<file path="config.mk">
export PLATFORM = sky130hd
export DESIGN_NAME = scd_alu
export DESIGN_NICKNAME = d
export VERILOG_FILES = /design/src/assert_macros.svh /design/src/scd_pkg.sv /design/src/scd_alu.sv
export SDC_FILE = /design/constraint.sdc
export NUM_CORES = 1
export LEC_CHECK = 0
export BUFFER_PORTS_ARGS = -buffer_cell sky130_fd_sc_hd__buf_2
export CORE_MARGIN = 2
export CORE_UTILIZATION = 52
export CTS_BUF_LIST = sky130_fd_sc_hd__clkbuf_2 sky130_fd_sc_hd__clkbuf_4 sky130_fd_sc_hd__clkbuf_8
export DETAILED_ROUTE_END_ITERATION = 8
export PLACE_DENSITY = 0.72
export SYNTH_ARGS = -nofsm -noshare
export SYNTH_HDL_FRONTEND = slang
export SYNTH_SLANG_ARGS = --single-unit
</file>
<file path="constraint.sdc">
create_clock -name clk -period 21.8 [get_ports clk]
set_input_delay 2.18 -clock clk [delete_from_list [all_inputs] [get_ports clk]]
set_output_delay 2.18 -clock clk [all_outputs]
set_load 0.01 [all_outputs]
</file>
<file path="src/assert_macros.svh">
// Assertion macros shared by the stereo chorus delay RTL.
`ifndef ASSERT_MACROS_SVH
`define ASSERT_MACROS_SVH
`ifndef SYNTHESIS
`define SCD_ASSERT(name, clk, rst_n, prop) \
    name: assert property (@(posedge clk) disable iff (!rst_n) prop) \
        else $error("chorus delay: property violated");
`define SCD_ASSERT_NEVER(name, clk, rst_n, cond) \
    name: assert property (@(posedge clk) disable iff (!rst_n) !(cond)) \
        else $error("chorus delay: forbidden condition seen");
`else
`define SCD_ASSERT(name, clk, rst_n, prop)
`define SCD_ASSERT_NEVER(name, clk, rst_n, cond)
`endif
`endif

</file>
<file path="src/scd_pkg.sv">
// Types, constants and the sine table of the stereo chorus delay.
package scd_pkg;

    // Delay store depth and sine table size (both powers of two)
    localparam int STORE_DEPTH  = 4096;
    localparam int ADDR_W       = $clog2(STORE_DEPTH);
    localparam int SINE_ENTRIES = 256;
    localparam int SINE_BITS    = $clog2(SINE_ENTRIES);

    // Shared multiplier operand and product widths
    localparam int OPND_W = 17;
    localparam int PROD_W = 2 * OPND_W;

    // Register reset values
    localparam logic [10:0] BASE_DELAY_RST = 11'd1000;
    localparam logic [9:0]  MOD_DEPTH_RST  = 10'd500;
    localparam logic [31:0] LFO_STEP_RST   = 32'd9740;
    localparam logic [15:0] WET_GAIN_RST   = 16'd32768;

    // Fixed-point constants of the sine evaluation
    localparam logic [63:0] Q30_ONE    = 64'd1 << 30;
    localparam logic [63:0] TWO_PI_Q30 = 64'd6746518852;

    // Configuration register indexes
    typedef enum logic [7:0] {
        REG_BASE_DELAY = 8'd0,
        REG_MOD_DEPTH  = 8'd1,
        REG_LFO_STEP   = 8'd2,
        REG_WET_GAIN   = 8'd3
    } cfg_reg_t;

    // Sequencer states
    typedef enum logic [3:0] {
        ST_IDLE,
        ST_DEPTH,
        ST_ADDR,
        ST_RD_PREV,
        ST_RD_NEXT,
        ST_INTERP,
        ST_TAP,
        ST_GAIN,
        ST_MIX,
        ST_WRITE,
        ST_OUT
    } state_t;

    // Shared multiplier operations
    typedef enum logic [1:0] {
        ALU_DEPTH,
        ALU_INTERP,
        ALU_GAIN
    } alu_op_t;

    typedef struct packed {
        logic    en;
        alu_op_t op;
    } alu_ctrl_t;

    typedef logic signed [15:0] sine_table_t [SINE_ENTRIES];

    // Build the quantized sine: odd polynomial on a quarter wave, folded
    function automatic sine_table_t build_sine_table();
        sine_table_t tab;
        logic [63:0] u;
        logic [63:0] v;
        logic [63:0] x;
        logic [63:0] x2;
        logic [63:0] t;
        logic [63:0] s;
        logic [63:0] r;
        for (int i = 0; i < SINE_ENTRIES; i++)
        begin
            u = 64'(i) << (32 - SINE_BITS);
            v = u & 64'h7FFF_FFFF;
            if (v > Q30_ONE)
            begin
                v = (64'd1 << 31) - v;
            end
            x  = (v * TWO_PI_Q30) >> 32;
            x2 = (x * x) >> 30;
            t  = Q30_ONE - x2 / 64'd110;
            t  = Q30_ONE - ((x2 * t) >> 30) / 64'd72;
            t  = Q30_ONE - ((x2 * t) >> 30) / 64'd42;
            t  = Q30_ONE - ((x2 * t) >> 30) / 64'd20;
            t  = Q30_ONE - ((x2 * t) >> 30) / 64'd6;
            s  = (x * t) >> 30;
            r  = (s * 64'd32767 + (64'd1 << 29)) >> 30;
            if (r > 64'd32767)
            begin
                r = 64'd32767;
            end
            tab[i] = u[31] ? -(16'(r)) : 16'(r);
        end
        return tab;
    endfunction

    localparam sine_table_t SINE_TABLE = build_sine_table();

endpackage

</file>
<file path="src/scd_alu.sv">
// Shared signed multiplier with operand selection and registered product.
module scd_alu (
    input  logic                              clk,
    input  scd_pkg::alu_ctrl_t                ctrl,
    input  logic [15:0]                       sine_off,
    input  logic [9:0]                        mod_depth,
    input  logic signed [16:0]                diff,
    input  logic [14:0]                       frac,
    input  logic signed [15:0]                tap,
    input  logic [15:0]                       wet_gain,
    output logic signed [scd_pkg::PROD_W-1:0] prod
);

    logic signed [scd_pkg::OPND_W-1:0] op_a;
    logic signed [scd_pkg::OPND_W-1:0] op_b;
    logic signed [scd_pkg::PROD_W-1:0] prod_reg;

    // Select operands for the current step
    always_comb
    begin
        unique case (ctrl.op)
            scd_pkg::ALU_DEPTH:
            begin
                op_a = {1'b0, sine_off};
                op_b = {7'd0, mod_depth};
            end
            scd_pkg::ALU_INTERP:
            begin
                op_a = diff;
                op_b = {2'd0, frac};
            end
            scd_pkg::ALU_GAIN:
            begin
                op_a = {tap[15], tap};
                op_b = {1'b0, wet_gain};
            end
            default:
            begin
                op_a = '0;
                op_b = '0;
            end
        endcase
    end

    // Multiply and hold the product for the next step
    always_ff @(posedge clk)
    begin
        if (ctrl.en)
        begin
            prod_reg <= op_a * op_b;
        end
    end

    assign prod = prod_reg;

endmodule

</file>
==> run_results.csv, run 1 <==
group,metric,value,unit
clocking,cts_buffers,5,
sta,slew_headroom,22.16,%
floorplanning,initial_core_util,52.70,%
critical_path,crit_path_max_fanout,49,
hold_path,worstHoldEndpoint,"prod[32]",
floorplanning,io_pins,128,
layout,multi_input_area,9849,µm²
layout,fin_nets,1955,
floorplanning,fp.dieH,158.0,µm
routing,num_vias,9852,
logic_synthesis,synth.net_count,1850,
routing,vias_per_cell,5.428,
clocking,cts_resized,0,
logic_synthesis,yosys.cell_types.count,47,
sta,fmax,101.1,MHz
logic_synthesis,syn_inst,1390,
layout,areaGrowthSynthToFinish,8.907,%
logic_synthesis,ys_async_sr_fraction,0,%
clocking,cts_htree_levels,2,
hold_path,worstHoldStart,"ctrl[2]",
power,p_per_area,120.4,nW/µm²
place,routabilityCongestion,0.9538,
layout,antenna_cells,0,
clocking,hold_buffers,0,
sta,period_share,45.37,%
hold_path,hold_class,"input pin to flop",
layout,ff_latch_area,1021,µm²
logic_synthesis,postSynthAreaPerCell,8.873,µm²
global_routing,grt_overflow,0,
routing,drc_errors,0,
layout,largest_reg_flops,34,
floorplanning,coreArea,23400,µm²
sta,holdWs,2.504,ns
sta,fin_setup_tns,0,ns
logic_synthesis,synth_top_area_share,45.29,%
critical_path,worstPathRequired,21.85,ns
logic_synthesis,netlist_area,12330,µm²
sta,worstMarginPinSlew,1.168,ns
clocking,post_cts_buffers,0,
clocking,clock-sinks,34,
critical_path,cp.arrival,9.94,ns
routing,wirelength,32230,µm
sta,maxSlewViolCount,0,
layout,drive_gt1_share,10.16,%
clocking,cts_tree,"built",
floorplanning,fp.dieW,158.0,µm
critical_path,critPathLaunch,"ctrl[1]",
clocking,path_clk_slew,0.08,ns
hold_path,hold_depth,1,
sta,rsz0062_at_grt,"no",
place,dp_hpwl,27420,µm
critical_path,end_kind,"flop",
global_routing,grt_pass1_wl,53500,µm
clocking,clockBufferDepth,2,
global_routing,first_global_vias,10830,
sta,hold_viol,0,
global_routing,grt_max_degree,55,
global_routing,grt_usage,28.06,%
clocking,cts-root-buf,"clkbuf_8",
sta,finalSetupViolations,0,
logic_synthesis,synth_area_leaders,"fa_1 (45%), inv_1 (11%), ha_1 (8.8%)",
logic_synthesis,yosysTopAreaCell,"fa_1",
logic_synthesis,synth_edf_count,34,
global_routing,antenna_found_initial,0,
floorplanning,rows,56,
routing,avgRoutedWirePerCell,17.76,µm
sta,min_period,9.891,ns
flow_run,cap_violations,0,
floorplanning,die-area,24970,µm²
layout,mostFrequentLayoutCell,"inv_1",
routing,first_pass_iters,6,
logic_synthesis,ys_warn_count,0,
critical_path,worstSetupStartpointType,"input pin",
routing,ant_nets,0,
power,vdd_ir_drop_max,0.0001245,V
power,finalPower,1.617,mW
logic_synthesis,synth_seq_cells,34,
routing,drtIter0Drc,742,
logic_synthesis,synth-main-ff-cell,"edfxtp_1",
logic_synthesis,ys_seq_area_share,8.278,%
layout,nFillCells,2153,
critical_path,path_class,"input pin to flop",
place,numPortBuffers,127,
power,leakage,6.919,nW
run_status,outcome,"complete, no violations",
layout,final_cell_mix,"inv_1 (354), fa_1 (279), nand2_1 (162)",
-- cells by family after synthesis --
group                    after synthesis  synth area share, %
AO/OA/AOI/OAI                        158                8.197
XOR/XNOR                              32                2.273
adder cells (fa/ha/maj)              366                54.11
buffers and inverters                391                11.91
flip-flops                            34                8.278
multiplexers                          32                2.607
AND/OR/NAND/NOR                      377                12.62
-- cell type report --
| cell class | count | area share, % |
|---|---|---|
| Tap cell | 319 | 2.972 |
| Clock buffer | 5 | 0.5123 |
| Multi-Input combinational cell | 965 | 73.33 |
| Sequential cell | 34 | 7.601 |
| Inverter | 354 | 9.893 |
| Clock inverter | 3 | 0.5123 |
| Timing Repair Buffer | 135 | 5.179 |
-- per-layer routing --
| layer | track usage, % | vias up | routed length, µm |
|---|---|---|---|
| li1 | - | 4386 | - |
| met1 | 32.81 | 4884 | 11480 |
| met2 | 49.83 | 460 | 16340 |
| met3 | 4.626 | 122 | 2474 |
| met4 | 14.16 | 0 | 1932 |
| met5 | 0 | - | 0 |
-- cells in the mapped netlist, types with 5 or more instances --
cell type / n
inv_1: 354
fa_1: 279
nand2_1: 162
nor2_1: 153
ha_1: 87
a21oi_1: 49
edfxtp_1: 34
mux2i_1: 31
clkbuf_1: 30
o21ai_0: 29
xnor2_1: 21
a21o_1: 19
nand2b_1: 18
o21a_1: 17
xor2_1: 11
nor2b_1: 8
nor3_1: 7
a22oi_1: 6
and2_1: 6
and3_1: 6
buf_1: 6
o21ai_1: 5
-- stage by stage --
step	utilization (%)	cell area (µm²)	setup slack, ns	cells
after detailed placement	56.81	13290	11.70	1807
after CTS	57.39	13430	12.00	1815
final	57.39	13430	11.91	1815
after global placement	56.81	13290	11.96	1807
after floorplan	-	12330	12.84	1390
after global routing	57.39	13430	11.36	1815
-- how the worst max path moves through the flow --
stage	endpoint	slack [ns]
CTS	prod[30]	12.00
global placement	prod[30]	11.96
floorplan	prod[30]	12.84
global route	prod[30]	11.36
finish	prod[30]	11.91
detailed placement	prod[30]	11.70
-- report_power, final --
| group | switching (mW) | internal [mW] | total [mW] |
|---|---|---|---|
| logic | 0.798 | 0.577 | 1.37 |
| clock network | 0.0263 | 0.0459 | 0.0721 |
| registers | 0.00810 | 0.162 | 0.170 |
| total | 0.832 | 0.785 | 1.62 |
-- critical path, stage by stage --
cell and delay (ns):
buf_2 0.72, nor2b_2 0.57, buf_4 0.38, nand2_1 0.14, nand2_1 0.32, nand2_1 0.17
inv_1 0.19, fa_1 0.55, fa_1 0.67, inv_1 0.21, fa_1 0.53, fa_1 0.56
fa_1 0.43, fa_1 0.50, inv_1 0.04, ha_1 0.37, nand2_1 0.10, nor2_1 0.04
a211oi_1 0.22, o21ai_0 0.19, o211a_1 0.20, or2_1 0.27, a311o_1 0.36
Power figures use the tool's default switching activity.
==> run 2: changes to the inputs <==
Settings changed: PLACE_DENSITY 0.72 to 0.75.
Clock period 21.8 ns to 8.7 ns, I/O delays scaled along.
==> run_results.csv, run 2 (synthesis results as in run 1) <==
group,metric,value,unit
critical_path,cp.arrival,8.29,ns
clocking,hold_buffers,0,
critical_path,worstSetupStartpointType,"input pin",
critical_path,crit_path_max_fanout,28,
critical_path,path_class,"input pin to flop",
routing,ant_nets,0,
clocking,post_cts_buffers,0,
layout,final_cell_mix,"inv_1 (354), fa_1 (279), nand2_1 (162)",
sta,worstMarginPinSlew,1.295,ns
floorplanning,fp.dieW,158.0,µm
flow_run,cap_violations,0,
power,vdd_ir_drop_max,0.0003764,V
clocking,clock-sinks,34,
global_routing,grt_usage,28.67,%
place,numPortBuffers,127,
place,place_inst,1832,
critical_path,end_kind,"flop",
sta,fmax,122.5,MHz
power,p_per_area,299.7,nW/µm²
sta,min_period,8.162,ns
hold_path,hold_class,"input pin to flop",
critical_path,cpMaxStageDelayCell,"a21oi_1",
layout,areaGrowthSynthToFinish,10.40,%
layout,final_area,13620,µm²
layout,ff_latch_area,1021,µm²
floorplanning,fp.dieH,158.0,µm
critical_path,path_buf_inv,6,
floorplanning,die-area,24970,µm²
layout,largest_reg_flops,34,
run_status,outcome,"complete, no violations",
clocking,path_clk_slew,0.08,ns
critical_path,cpLargestDelayFamily,"adder cells",
layout,mostFrequentLayoutCell,"inv_1",
floorplanning,rows,56,
clocking,cts_buffers,5,
power,leakage,7.040,nW
floorplanning,initial_core_util,52.70,%
global_routing,grt_max_degree,35,
layout,nFillCells,2143,
floorplanning,io_pins,128,
sta,hold_viol,0,
clocking,cts_resized,0,
sta,finalSetupViolations,0,
layout,drive_gt1_share,11.57,%
layout,multi_input_area,9846,µm²
critical_path,path_cells,"buf_2 > buf_4 > nor2_1 > a21oi_1 > nor2_1 > fa_1 > inv_1 > fa_1 > inv_1 > fa_1 > fa_1 > fa_1 > inv_1 > fa_1 > inv_1 > ha_1 > nand2_1 > o21ai_0 > o211ai_1 > a31oi_1 > nor2_1 > mux2_2 > a221oi_1",
routing,wirelength,32770,µm
sta,fin_setup_tns,0,ns
sta,period_share,93.82,%
clocking,clockBufferDepth,2,
global_routing,grt_overflow,0,
global_routing,first_global_vias,10910,
critical_path,worstPathRequired,8.82,ns
clocking,cts-root-buf,"clkbuf_8",
layout,fin_nets,1980,
hold_path,hold_depth,4,
clocking,cts_tree,"built",
layout,antenna_cells,0,
routing,vias_per_cell,5.399,
place,dpl_cell_area,13480,µm²
sta,slew_headroom,12.76,%
global_routing,antenna_found_initial,1,
floorplanning,coreArea,23400,µm²
critical_path,cp_slowest_stage_delay,0.97,ns
routing,avgRoutedWirePerCell,17.81,µm
layout,final_cells,1840,
routing,drtIter0Drc,586,
place,dp_hpwl,28360,µm
routing,first_pass_iters,5,
place,routabilityCongestion,0.9482,
routing,drc_errors,0,
critical_path,cp.depth,23,
sta,rsz0062_at_grt,"no",
routing,num_vias,9935,
global_routing,grt_pass1_wl,54120,µm
clocking,cts_htree_levels,2,
sta,maxSlewViolCount,0,
critical_path,crit_top_cell,"fa_1",
run 2: cell count changes in the layout (fill, tap and decap cells not counted), sizes merged:
| cell | before | now |
|---|---|---|
| buf | 135 | 160 |
run 2: metal layers:
metal  vias up  GRT usage, %  wire (µm)  share of wire (%)
li1       4436             -          -                  -
met1      4996         33.54      11780                 36
met2       389         52.17      17160                 52
met3       114         4.489       2206                6.7
met4         0         12.27       1622                5.0
met5         -             0          0                  0
run 2: cell type report:
class                           instances  area share [%]
Multi-Input combinational cell        965           72.31
Inverter                              354           9.759
Sequential cell                        34           7.499
Timing Repair Buffer                  160           6.488
Tap cell                              319           2.931
Clock buffer                            5          0.5054
Clock inverter                          3          0.5054
run 2: worst paths after layout:
kind	startpoint	end	slack, ns
setup / recovery	ctrl[1]	prod[31]	0.54
hold / removal	wet_gain[0]	prod[0]	1.13
run 2: report_power, final:
part	switching, mW	internal, mW	leakage [nW]
clock	0.0671	0.115	0.0683
sequential	0.0210	0.406	0.332
combinational	2.02	1.45	6.64
total	2.11	1.98	7.04
run 2: stage by stage:
step                      worst slack (ns)  util (%)  total power, mW  hold slack, ns
after floorplan                      1.049         -            3.022          0.9825
after global placement              0.5206     57.59            3.791           1.279
after detailed placement            0.3382     57.59            3.912           1.279
after CTS                           0.6726     58.18            4.108           1.125
after global routing                0.1562     58.18            4.572           1.212
final                               0.5375     58.18            4.081           1.134
==> run 3: changes to the inputs <==
Clock period 8.7 ns to 6.71 ns, I/O delays scaled along.
==> run_results.csv, run 3 (synthesis results as in run 1) <==
group,metric,value,unit
clocking,path_clk_slew,0.08,ns
critical_path,cp.arrival,6.71,ns
power,leakage,8.219,nW
layout,utilization,67.95,%
critical_path,end_kind,"flop",
global_routing,antenna_found_initial,0,
hold_path,worstHoldEndpoint,"prod[0]",
routing,vias_per_cell,5.185,
routing,dr_wl_met3,1826,µm
routing,first_pass_iters,5,
place,numPortBuffers,127,
routing,drtIter0Drc,692,
global_routing,grt_max_degree,35,
floorplanning,io_pins,128,
routing,highest_layer,"met4",
layout,largest_reg_flops,34,
clocking,hold_buffers,0,
floorplanning,fp.dieW,158.0,µm
routing,num_vias,10710,
routing,ant_nets,0,
floorplanning,die-area,24970,µm²
routing,drc_errors,0,
clocking,clock-sinks,34,
global_routing,grt_overflow,0,
sta,slew_headroom,47.55,%
global_routing,grt_usage,30.13,%
critical_path,crit_path_max_fanout,8,
clocking,cts_tree,"built",
sta,maxSlewViolCount,0,
run_status,outcome,"complete, no violations",
global_routing,grt_pass1_wl,57240,µm
hold_path,hold_depth,4,
floorplanning,fp.dieH,158.0,µm
place,dpl_cell_area,15190,µm²
layout,fin_nets,2207,
clocking,cts-root-buf,"clkbuf_8",
power,p_per_area,418.6,nW/µm²
routing,avgRoutedWirePerCell,16.96,µm
layout,antenna_cells,0,
floorplanning,initial_core_util,52.70,%
routing,met2_length,18780,µm
critical_path,worstSetupStartpointType,"input pin",
layout,final_area,15900,µm²
hold_path,worstHoldStart,"wet_gain[0]",
routing,wirelength,35040,µm
sta,fmax,150.3,MHz
critical_path,path_class,"input pin to flop",
sta,rsz0062_at_grt,"yes",
floorplanning,coreArea,23400,µm²
sta,hold_viol,0,
sta,fin_setup_tns,0,ns
layout,areaGrowthSynthToFinish,28.94,%
sta,min_period,6.652,ns
floorplanning,rows,56,
layout,mostFrequentLayoutCell,"inv_1",
layout,final_cell_mix,"inv_1 (350), fa_1 (269), buf_4 (236)",
routing,wl_met1,12690,µm
critical_path,worstPathRequired,6.77,ns
sta,period_share,99.13,%
hold_path,hold_class,"input pin to flop",
global_routing,first_global_vias,11910,
flow_run,cap_violations,0,
sta,finalSetupViolations,0,
power,vdd_ir_drop_max,0.0007408,V
sta,worstMarginPinSlew,0.7868,ns
layout,drive_gt1_share,27.48,%
clocking,clockBufferDepth,2,
clocking,cts_htree_levels,2,
sta,holdWs,0.9289,ns
place,dp_hpwl,30480,µm
place,routabilityCongestion,1.025,
clocking,cts_buffers,5,
run 3: changes by cell type in the layout (fill, tap and decap cells not counted), moves of 7 or more:
cell	before	now
ha_1	87	78
a21oi_2	0	9
buf_4	33	236
o21ai_0	29	19
buf_12	0	9
ha_4	0	8
a21oi_1	49	33
fa_2	0	10
a21oi_4	1	8
fa_1	279	269
buf_6	0	12
run 3: repair_timing:
item / in CTS / in global routing
pin swaps: 4 / 39
setup endpoints to repair: 5 / 13
setup buffers: 3 / 24
cloned: 0 / 0
gates resized for setup: 13 / 91
run 3: stage by stage:
step | total power, mW | setup WS [ns] | instances
6_report | 6.657 | 0.05835 | 2066
5_1_grt | 7.445 | -0.1349 | 2066
4_1_cts | 6.374 | 0.009125 | 2042
3_5_place_dp | 6.096 | -0.4400 | 2032
3_3_place_gp | 5.937 | -0.3235 | 2032
2_1_floorplan | 4.040 | 0.005758 | 1390
run 3: how the worst max path moves through the flow:
stage / startpoint / end / slack [ns]
final: ctrl[0] / prod[30] / 0.06
after global routing: ctrl[0] / prod[30] / -0.13
after CTS: ctrl[0] / prod[30] / 0.009
after global placement: ctrl[0] / prod[30] / -0.32
after detailed placement: ctrl[1] / prod[31] / -0.44
after floorplan: ctrl[0] / prod[31] / 0.006
run 3: per-layer routing:
metal	GRT usage [%]	vias to the layer above
met2	55.88	365
li1	-	4898
met5	0	-
met4	13.56	0
met1	33.71	5330
met3	5.256	120
run 3: critical path, cell delays in order:
cell and delay, ns:
buf_12 0.11, buf_6 0.13, mux2i_1 0.22, nor2_1 0.10, a21oi_4 0.25, buf_4 0.19, nor2_1 0.05, fa_1 0.50
inv_1 0.06, fa_2 0.52, inv_1 0.05, ha_1 0.19, fa_1 0.49, fa_1 0.57, fa_1 0.42, ha_1 0.31
a211o_1 0.33, a21oi_4 0.14, nand4_1 0.16, a211o_1 0.39, o211a_1 0.29, or2_4 0.28, a311o_1 0.26
run 3: area by class of cell:
cell class              count  area, µm²
multi-input cells         965      10270
fillers                  1854       7500
repair buffers            387       2780
inverters                 354       1329
flip-flops and latches     34       1021
well taps                 319      399.1
clock buffers               5      68.82
clock inverters             2      33.78
run 3: power by group:
group,internal [mW],switching [mW]
sequential,0.525,0.0206
clock,0.108,0.0849
combinational,2.95,2.97
